==> src/hw/rtl/sfq_pkg.sv <==
// ----------------------------------------------------------------------------
// Searchable FIFO queue package
// Sizes, opcode and status codes, and the command and result records.
// ----------------------------------------------------------------------------
`default_nettype none

package sfq_pkg;

	localparam int DEPTH  = 16;
	localparam int DATA_W = 32;
	localparam int IDX_W  = $clog2(DEPTH);
	localparam int CNT_W  = $clog2(DEPTH + 1);

	// Opcode field encodings
	localparam logic [2:0] OPC_PUSH  = 3'd0;
	localparam logic [2:0] OPC_POP   = 3'd1;
	localparam logic [2:0] OPC_FRONT = 3'd2;
	localparam logic [2:0] OPC_FIND  = 3'd3;
	localparam logic [2:0] OPC_SWAP  = 3'd4;
	localparam logic [2:0] OPC_AT    = 3'd5;
	localparam logic [2:0] OPC_CLEAR = 3'd6;

	// Status field encodings
	localparam logic [1:0] ST_OK    = 2'd0;
	localparam logic [1:0] ST_EMPTY = 2'd1;
	localparam logic [1:0] ST_FULL  = 2'd2;
	localparam logic [1:0] ST_RANGE = 2'd3;

	typedef enum logic [2:0] {
		OP_PUSH,
		OP_POP,
		OP_FRONT,
		OP_FIND,
		OP_SWAP,
		OP_AT,
		OP_CLEAR,
		OP_NOP
	} op_t;

	typedef struct packed {
		op_t                op;
		logic [DATA_W-1:0]  data;
		logic [IDX_W-1:0]   index;
	} cmd_t;

	typedef struct packed {
		logic full;
		logic empty;
	} fifo_status_t;

	typedef struct packed {
		logic [DATA_W-1:0]  read_data;
		logic [IDX_W-1:0]   found_index;
		logic [1:0]         status;
		logic [CNT_W-1:0]   count;
		logic               is_empty;
	} res_t;

	typedef enum logic [1:0] {
		BK_IDLE,
		BK_LOOK,
		BK_DONE
	} bk_state_t;

endpackage

`default_nettype wire

==> src/hw/rtl/sfq_front.sv <==
// ----------------------------------------------------------------------------
// Searchable FIFO queue front end
// Accepts input transactions and classifies the opcode into a command.
// ----------------------------------------------------------------------------
`default_nettype none

module sfq_front
	import sfq_pkg::*;
(
	input  wire logic               in_valid,
	output logic                    in_stall,
	input  wire logic [2:0]         opcode,
	input  wire logic [DATA_W-1:0]  data,
	input  wire logic [IDX_W-1:0]   index,
	input  wire fifo_status_t       q_status,
	output logic                    q_wr,
	output cmd_t                    q_cmd
);

	// Stall while the command queue has no room
	assign in_stall = q_status.full;
	assign q_wr     = in_valid && !q_status.full;

	// Classify the opcode; the unused code becomes a no-op
	always_comb begin
		q_cmd.data  = data;
		q_cmd.index = index;
		case (opcode)
			OPC_PUSH:  q_cmd.op = OP_PUSH;
			OPC_POP:   q_cmd.op = OP_POP;
			OPC_FRONT: q_cmd.op = OP_FRONT;
			OPC_FIND:  q_cmd.op = OP_FIND;
			OPC_SWAP:  q_cmd.op = OP_SWAP;
			OPC_AT:    q_cmd.op = OP_AT;
			OPC_CLEAR: q_cmd.op = OP_CLEAR;
			default:   q_cmd.op = OP_NOP;
		endcase
	end

endmodule

`default_nettype wire

==> src/hw/rtl/sfq_cmd_fifo.sv <==
// ----------------------------------------------------------------------------
// Searchable FIFO queue command buffer
// Two-entry queue that decouples the front end from the execution unit.
// ----------------------------------------------------------------------------
`default_nettype none

module sfq_cmd_fifo
	import sfq_pkg::*;
(
	input  wire logic   clk,
	input  wire logic   arst_n,
	input  wire logic   wr,
	input  wire cmd_t   wr_cmd,
	input  wire logic   rd,
	output cmd_t        rd_cmd,
	output fifo_status_t status
);

	cmd_t       slot_q [2];
	logic       wr_ptr_q;
	logic       rd_ptr_q;
	logic [1:0] level_q;
	logic       do_wr;
	logic       do_rd;

	assign status.full  = (level_q == 2'd2);
	assign status.empty = (level_q == 2'd0);
	assign do_wr        = wr && !status.full;
	assign do_rd        = rd && !status.empty;
	assign rd_cmd       = slot_q[rd_ptr_q];

	// Store the incoming command
	always_ff @(posedge clk) begin
		if (do_wr) begin
			slot_q[wr_ptr_q] <= wr_cmd;
		end
	end

	// Advance pointers and track the fill level
	always_ff @(posedge clk or negedge arst_n) begin
		if (!arst_n) begin
			wr_ptr_q <= 1'b0;
			rd_ptr_q <= 1'b0;
			level_q  <= 2'd0;
		end else begin
			if (do_wr) begin
				wr_ptr_q <= !wr_ptr_q;
			end
			if (do_rd) begin
				rd_ptr_q <= !rd_ptr_q;
			end
			case ({do_wr, do_rd})
				2'b10:   level_q <= level_q + 2'd1;
				2'b01:   level_q <= level_q - 2'd1;
				default: level_q <= level_q;
			endcase
		end
	end

endmodule

`default_nettype wire

==> src/hw/rtl/sfq_back.sv <==
// ----------------------------------------------------------------------------
// Searchable FIFO queue execution unit
// Holds the queue cells and carries out one command at a time: lookup, then update.
// ----------------------------------------------------------------------------
`default_nettype none

module sfq_back
	import sfq_pkg::*;
(
	input  wire logic           clk,
	input  wire logic           arst_n,
	input  wire fifo_status_t   q_status,
	input  wire cmd_t           q_cmd,
	output logic                q_rd,
	input  wire logic           out_stall,
	output logic                out_valid,
	output res_t                res
);

	bk_state_t          state_q;
	bk_state_t          state_d;
	cmd_t               cmd_q;
	logic [DATA_W-1:0]  ent_q [DEPTH];
	logic [DATA_W-1:0]  ent_d [DEPTH];
	logic [CNT_W-1:0]   count_q;
	logic [CNT_W-1:0]   count_d;
	logic [DEPTH-1:0]   match_d;
	logic [DEPTH-1:0]   match_q;
	logic [DATA_W-1:0]  at_word_q;
	logic               out_valid_q;
	res_t               res_q;
	res_t               res_d;
	logic               out_free;
	logic               commit;
	logic               take_cmd;
	logic               pos_in_range;
	logic               push_ok;
	logic               pop_ok;
	logic               swap_ok;
	logic [IDX_W-1:0]   first_hit;

	assign out_free = !out_valid_q || !out_stall;

	// Next state
	always_comb begin
		state_d = state_q;
		case (state_q)
			BK_IDLE: begin
				if (!q_status.empty) begin
					state_d = BK_LOOK;
				end
			end
			BK_LOOK: state_d = BK_DONE;
			BK_DONE: begin
				if (out_free) begin
					state_d = q_status.empty ? BK_IDLE : BK_LOOK;
				end
			end
			default: state_d = BK_IDLE;
		endcase
	end

	// Sequencer outputs
	always_comb begin
		commit   = 1'b0;
		take_cmd = 1'b0;
		case (state_q)
			BK_IDLE: take_cmd = !q_status.empty;
			BK_DONE: begin
				commit   = out_free;
				take_cmd = out_free && !q_status.empty;
			end
			default: begin
				commit   = 1'b0;
				take_cmd = 1'b0;
			end
		endcase
	end

	assign q_rd = take_cmd;

	// Classify the command against the current fill level
	assign pos_in_range = CNT_W'(cmd_q.index) < count_q;
	assign push_ok = (cmd_q.op == OP_PUSH) && (count_q != CNT_W'(DEPTH));
	assign pop_ok  = (cmd_q.op == OP_POP) && (count_q != '0);
	assign swap_ok = (cmd_q.op == OP_SWAP) && (cmd_q.index != '0) && pos_in_range;

	// Compare every live cell with the search word
	always_comb begin
		for (int i = 0; i < DEPTH; i++) begin
			match_d[i] = (ent_q[i] == cmd_q.data) && (CNT_W'(i) < count_q);
		end
	end

	// Pick the lowest matching position
	always_comb begin
		first_hit = '0;
		for (int i = DEPTH - 1; i >= 0; i--) begin
			if (match_q[i]) begin
				first_hit = IDX_W'(i);
			end
		end
	end

	// Per-cell next value: append, shift toward head, or swap with a neighbor
	for (genvar g = 0; g < DEPTH; g++) begin : g_cell
		localparam int UP = (g < DEPTH - 1) ? g + 1 : g;
		localparam int DN = (g > 0) ? g - 1 : g;
		always_comb begin
			ent_d[g] = ent_q[g];
			if (push_ok && (count_q == CNT_W'(g))) begin
				ent_d[g] = cmd_q.data;
			end else if (pop_ok) begin
				ent_d[g] = ent_q[UP];
			end else if (swap_ok && (cmd_q.index == IDX_W'(g))) begin
				ent_d[g] = ent_q[DN];
			end else if (swap_ok && (cmd_q.index == IDX_W'(g + 1))) begin
				ent_d[g] = ent_q[UP];
			end
		end
	end

	// Result and new count
	always_comb begin
		count_d           = count_q;
		res_d.read_data   = '0;
		res_d.found_index = '0;
		res_d.status      = ST_OK;
		case (cmd_q.op)
			OP_PUSH: begin
				if (push_ok) begin
					count_d = count_q + CNT_W'(1);
				end else begin
					res_d.status = ST_FULL;
				end
			end
			OP_POP: begin
				if (pop_ok) begin
					res_d.read_data = ent_q[0];
					count_d         = count_q - CNT_W'(1);
				end else begin
					res_d.status = ST_EMPTY;
				end
			end
			OP_FRONT: begin
				if (count_q != '0) begin
					res_d.read_data = ent_q[0];
				end else begin
					res_d.status = ST_EMPTY;
				end
			end
			OP_FIND: begin
				if (|match_q) begin
					res_d.found_index = first_hit;
				end else begin
					res_d.status = ST_EMPTY;
				end
			end
			OP_SWAP: begin
				if (!swap_ok) begin
					res_d.status = ST_RANGE;
				end
			end
			OP_AT: begin
				if (pos_in_range) begin
					res_d.read_data = at_word_q;
				end else begin
					res_d.status = ST_RANGE;
				end
			end
			OP_CLEAR: count_d = '0;
			default:  count_d = count_q;
		endcase
		res_d.count    = count_d;
		res_d.is_empty = (count_d == '0);
	end

	// Hold the command, lookup results, cells and result register
	always_ff @(posedge clk) begin
		if (take_cmd) begin
			cmd_q <= q_cmd;
		end
		if (state_q == BK_LOOK) begin
			match_q   <= match_d;
			at_word_q <= ent_q[cmd_q.index];
		end
		if (commit) begin
			ent_q <= ent_d;
			res_q <= res_d;
		end
	end

	// Control state
	always_ff @(posedge clk or negedge arst_n) begin
		if (!arst_n) begin
			state_q     <= BK_IDLE;
			count_q     <= '0;
			out_valid_q <= 1'b0;
		end else begin
			state_q <= state_d;
			if (commit) begin
				count_q     <= count_d;
				out_valid_q <= 1'b1;
			end else if (!out_stall) begin
				out_valid_q <= 1'b0;
			end
		end
	end

	assign out_valid = out_valid_q;
	assign res       = res_q;

endmodule

`default_nettype wire

==> src/hw/rtl/searchable_fifo_queue_core.sv <==
// ----------------------------------------------------------------------------
// Searchable FIFO queue core
// Ordered word queue with push, pop, front, find, swap, read-at and clear.
// ----------------------------------------------------------------------------
// Usage:
//   Input channel (in_valid / in_stall) carries opcode, data and index; a
//   transaction is taken at a clock edge with in_valid high and in_stall low.
//   Output channel (out_valid / out_stall) returns exactly one result per
//   command: read_data, found_index, status, count and is_empty.
//   A two-entry command buffer sits between the front end and the execution
//   unit, so new commands are taken while a result waits on out_stall.
//   The execution unit handles one command at a time: it compares all cells
//   in its lookup state and updates them when the result is committed.
//   While out_stall holds, the result register holds and the execution unit
//   waits; the input side stalls once the command buffer is full.
//   Reset empties the queue and the command buffer and drops out_valid.
// ----------------------------------------------------------------------------
`default_nettype none

module searchable_fifo_queue_core
	import sfq_pkg::*;
(
	input  wire logic               clk,
	input  wire logic               arst_n,
	input  wire logic               in_valid,
	output logic                    in_stall,
	input  wire logic [2:0]         opcode,
	input  wire logic [DATA_W-1:0]  data,
	input  wire logic [IDX_W-1:0]   index,
	output logic                    out_valid,
	input  wire logic               out_stall,
	output logic [DATA_W-1:0]       read_data,
	output logic [IDX_W-1:0]        found_index,
	output logic [1:0]              status,
	output logic [CNT_W-1:0]        count,
	output logic                    is_empty
);

	fifo_status_t q_status;
	cmd_t         wr_cmd;
	cmd_t         rd_cmd;
	logic         q_wr;
	logic         q_rd;
	res_t         res;

	sfq_front u_front (
		.in_valid (in_valid),
		.in_stall (in_stall),
		.opcode   (opcode),
		.data     (data),
		.index    (index),
		.q_status (q_status),
		.q_wr     (q_wr),
		.q_cmd    (wr_cmd)
	);

	sfq_cmd_fifo u_fifo (
		.clk    (clk),
		.arst_n (arst_n),
		.wr     (q_wr),
		.wr_cmd (wr_cmd),
		.rd     (q_rd),
		.rd_cmd (rd_cmd),
		.status (q_status)
	);

	sfq_back u_back (
		.clk       (clk),
		.arst_n    (arst_n),
		.q_status  (q_status),
		.q_cmd     (rd_cmd),
		.q_rd      (q_rd),
		.out_stall (out_stall),
		.out_valid (out_valid),
		.res       (res)
	);

	// Unpack the result record onto the ports
	assign read_data   = res.read_data;
	assign found_index = res.found_index;
	assign status      = res.status;
	assign count       = res.count;
	assign is_empty    = res.is_empty;

endmodule

`default_nettype wire

==> config.mk <==
export PLATFORM = sky130hd
export DESIGN_NAME = searchable_fifo_queue_core
export DESIGN_NICKNAME = d
export VERILOG_FILES = /design/src/hw/rtl/sfq_pkg.sv /design/src/hw/rtl/sfq_front.sv /design/src/hw/rtl/sfq_cmd_fifo.sv /design/src/hw/rtl/sfq_back.sv /design/src/hw/rtl/searchable_fifo_queue_core.sv
export SDC_FILE = /design/constraint.sdc
export NUM_CORES = 2
export LEC_CHECK = 0
export BUFFER_PORTS_ARGS = -buffer_cell sky130_fd_sc_hd__buf_2
export CORE_UTILIZATION = 60
export DETAILED_ROUTE_END_ITERATION = 12
export GPL_TIMING_DRIVEN = 1
export PLACE_DENSITY = 0.76
export SETUP_SLACK_MARGIN = 0.15
export SLEW_MARGIN = 20
export SYNTH_ARGS = -nofsm -noshare
export SYNTH_HDL_FRONTEND = slang
export SYNTH_HIERARCHICAL = 1
export SYNTH_SLANG_ARGS = --single-unit
==> constraint.sdc <==
create_clock -name clk -period 13.22 [get_ports clk]
set_input_delay 3.966 -clock clk [delete_from_list [all_inputs] [get_ports clk]]
set_output_delay 3.966 -clock clk [all_outputs]
set_load 0.005 [all_outputs]
==> flow_summary.toml <==
[status]
status = "finished, final reports clean"

[die]
ios = 89
core_mm2 = 0.0736
die_area_mm2 = 0.0760
start_util_pct = 61.1
die_x_um = 276
row_count = 99
die_y_um = 276

[detailed_routing]
first_pass_iters = 7
ant_nets = 0
routed_via_density = 7.50
routedWlPerCell_um = 34.6
drt_wl_total_mm = 167
first_iter_violations = 7140
drc_errors = 0
num_vias = 36200

[critical_path]
cp_slowest_cell = "clkinv_2"
worstPathArrival_ps = 6280
setup.worst_path.start_class = "input pin"
cp_max_fo = 48
crit_path_cell_trace = "buf_2 -> nand2_1 -> nand2b_2 -> buf_4 -> clkinv_2 -> mux2_2"
crit_required_ps = 13750
cp-end-kind = "flop"
critical-path-max-stage-delay_ps = 880
crit_type = "in -> reg"

[clock_network]
cts.htree.levels = 3
clk_pin_slew_ps = 60
cts.sinks = 733
ctsRootBufferMaster = "clkbuf_16"
cts_setup_buffers = 0
post_cts_resized = 0
cts_tree = "yes"
cts_made_buffers = 79
hold_buffers = 0
clock_latency_ps = 670
cts_buffer_depth = 3

[layout]
nFillCells = 5434
final_core_util_pct = 66.1
areaGrowthSynthToFinish_pct = 8.21
nets = 3853
layout_commonest_cell = "edfxtp_1"
drive_gt1_share_pct = 16.9
final_cell_area_mm2 = 0.0486
layout_common_cells = "721 x edfxtp_1, 365 x xor2_1, 363 x nor2_1"

[timing]
fin_ws_ps = 7470
rsz0062_at_grt = "false"
tns_ps = 0
setup-violations-final = 0
max-slew-margin-rel_pct = 5.97
fin_crit_sh_pct = 43.5
hold_viol = 0
fmax_ghz = 0.174
drv_slew = 0
worstMarginPinSlew_ps = 1400
fin_skew_ps = 26.0
period_needed_ps = 5750

[power_and_ir_drop]
ir_drop_mv = 0.210
p_leak_nw = 15.4
power_density_mw_per_mm2 = 218

[grt]
grt_overflow = 0
antenna_found_initial = 22
grt_max_degree = 137
first_global_vias = 33500
grt_pass1_wl_mm = 238
track_usage_pct = 43.9

[synthesis]
synth_area_mm2 = 0.0449
avgSynthCellArea_um2 = 11.4
ys_seq_elements = 733
syn_inst = 3942
synth_nets = 3994
yosysWarnings = 6
ys_types = 65
seq_area_frac_synth_pct = 48.9
synth_edf_count = 721
ys.flop_type = "edfxtp_1"
synthArstFlopShare_pct = 1.64

[placement]
place_congestion = 1.07
port_buffers = 88
post-place-ws_ps = 7180
hpwlAfterDp_mm = 116
place_area_mm2 = 0.0459

[job]
drv_cap = 0

[worst_hold_path]
hold_path_class = "reg -> reg"
[metrics by stage]
| step | cells | hold slack [ps] | power [W] |
|---|---|---|---|
| after floorplan | 3942 | 438 | 0.00627 |
| after global placement | 4669 | 489 | 0.00802 |
| after detailed placement | 4671 | 523 | 0.00810 |
| after CTS | 4806 | 537 | 0.0103 |
| after global routing | 4815 | 555 | 0.0107 |
| final | 4826 | 530 | 0.0106 |
[path summary, 6_finish.rpt]
| check | depth (start not counted) | startpoint | slack [ps] | endpoint |
|---|---|---|---|---|
| max | 6 | out_stall | 7470 | u_back/count_q[2]$_DFFE_PN0P_ |
| min | 1 | u_back/at_word_q[5]$_DFFE_PN_ | 530 | u_back/res[17]$_DFFE_PP_ |
| max reg2reg | 8 | u_back/cmd_q[0]$_DFFE_PP_ | 8680 | u_back/ent_q[450]$_DFFE_PP_ |
| min reg2reg | 1 | u_back/at_word_q[5]$_DFFE_PN_ | 530 | u_back/res[17]$_DFFE_PP_ |
| max in group asynchronous | 1 | arst_n | 9790 | u_fifo/rd_ptr_q$_DFFE_PN0P_ |
| min in group asynchronous | 1 | arst_n | 3180 | u_fifo/wr_ptr_q$_DFFE_PN0P_ |
[report_power, final]
part,total [W],switching [W],internal (W)
logic,0.00498,0.00341,0.00157
clock network,0.00220,0.000971,0.00123
registers,0.00344,0.000335,0.00310
[final cells by class]
cell class,instances,area [µm²],area share [%]
Clock inverter,40,378,0.777
Sequential cell,733,22000,45.2
Timing Repair Buffer,210,1570,3.24
Antenna cell,12,30.0,0.0618
Inverter,18,68.8,0.142
Multi-Input combinational cell,2759,21300,43.8
Clock buffer,95,2100,4.32
Tap cell,959,1200,2.47
[state kept, by name, summed over array words and instances, names as in the netlist]
signal and count:
u_fifo/level_q 2, u_back/res 44, u_back/count_q 5, u_fifo/wr_ptr_q 1
u_back/state_q 2, u_back/ent_q 512, u_back/match_q 16, u_back/at_word_q 32
u_fifo/slot_q 78, u_fifo/rd_ptr_q 1, u_back/cmd_q 39, u_back/out_valid 1
[cell usage after synthesis, types with 27 or more instances]
cell type  count  area share, %
edfxtp_1     721             48
nor2_1       367            3.1
xor2_1       365            7.1
clkbuf_1     289            2.4
mux2i_1      257            5.7
a21oi_1      240            2.7
nand3_1      226            2.5
nand2_1      206            1.7
mux4_2       160            8.0
xnor2_1      148            2.9
o21ai_0      135            1.5
a31oi_1      132            1.8
mux2_2       103            2.6
nor4_1       102            1.4
o211ai_1      77            1.3
nand4_1       55           0.77
buf_1         52           0.43
buf_4         43           0.72
a22o_1        32           0.62
o21ai_1       29           0.32
buf_2         27           0.30
[cell families (layout without fill, tap and decap cells)]
kind of cell / Yosys count / in the layout / synth area share (%)
buffers and inverters: 450 / 363 / 4.54
flip-flops: 733 / 733 / 48.9
XOR/XNOR: 513 / 513 / 10.0
AO/OA/AOI/OAI: 691 / 691 / 9.46
AND/OR/NAND/NOR: 1025 / 1025 / 10.5
other: 0 / 12 / 0
multiplexers: 521 / 521 / 16.4
adder cells (fa/ha/maj): 9 / 9 / 0.251
[metal layers]
layer | share of wire, % | vias up | track usage [%] | wire, µm
li1 | - | 14400 | - | -
met1 | 32 | 17300 | 54.7 | 54100
met2 | 41 | 3597 | 62.2 | 69000
met3 | 17 | 878 | 17.5 | 28100
met4 | 9.3 | 30 | 31.4 | 15600
met5 | 0.12 | - | 0.0627 | 204
[worst max-delay path, delay by kind of cell]
family                 cells  cell delay (ps)
buffers and inverters      3             1540
AND/OR/NAND/NOR            2              190
multiplexers               1              560
Power figures use the tool's default switching activity.
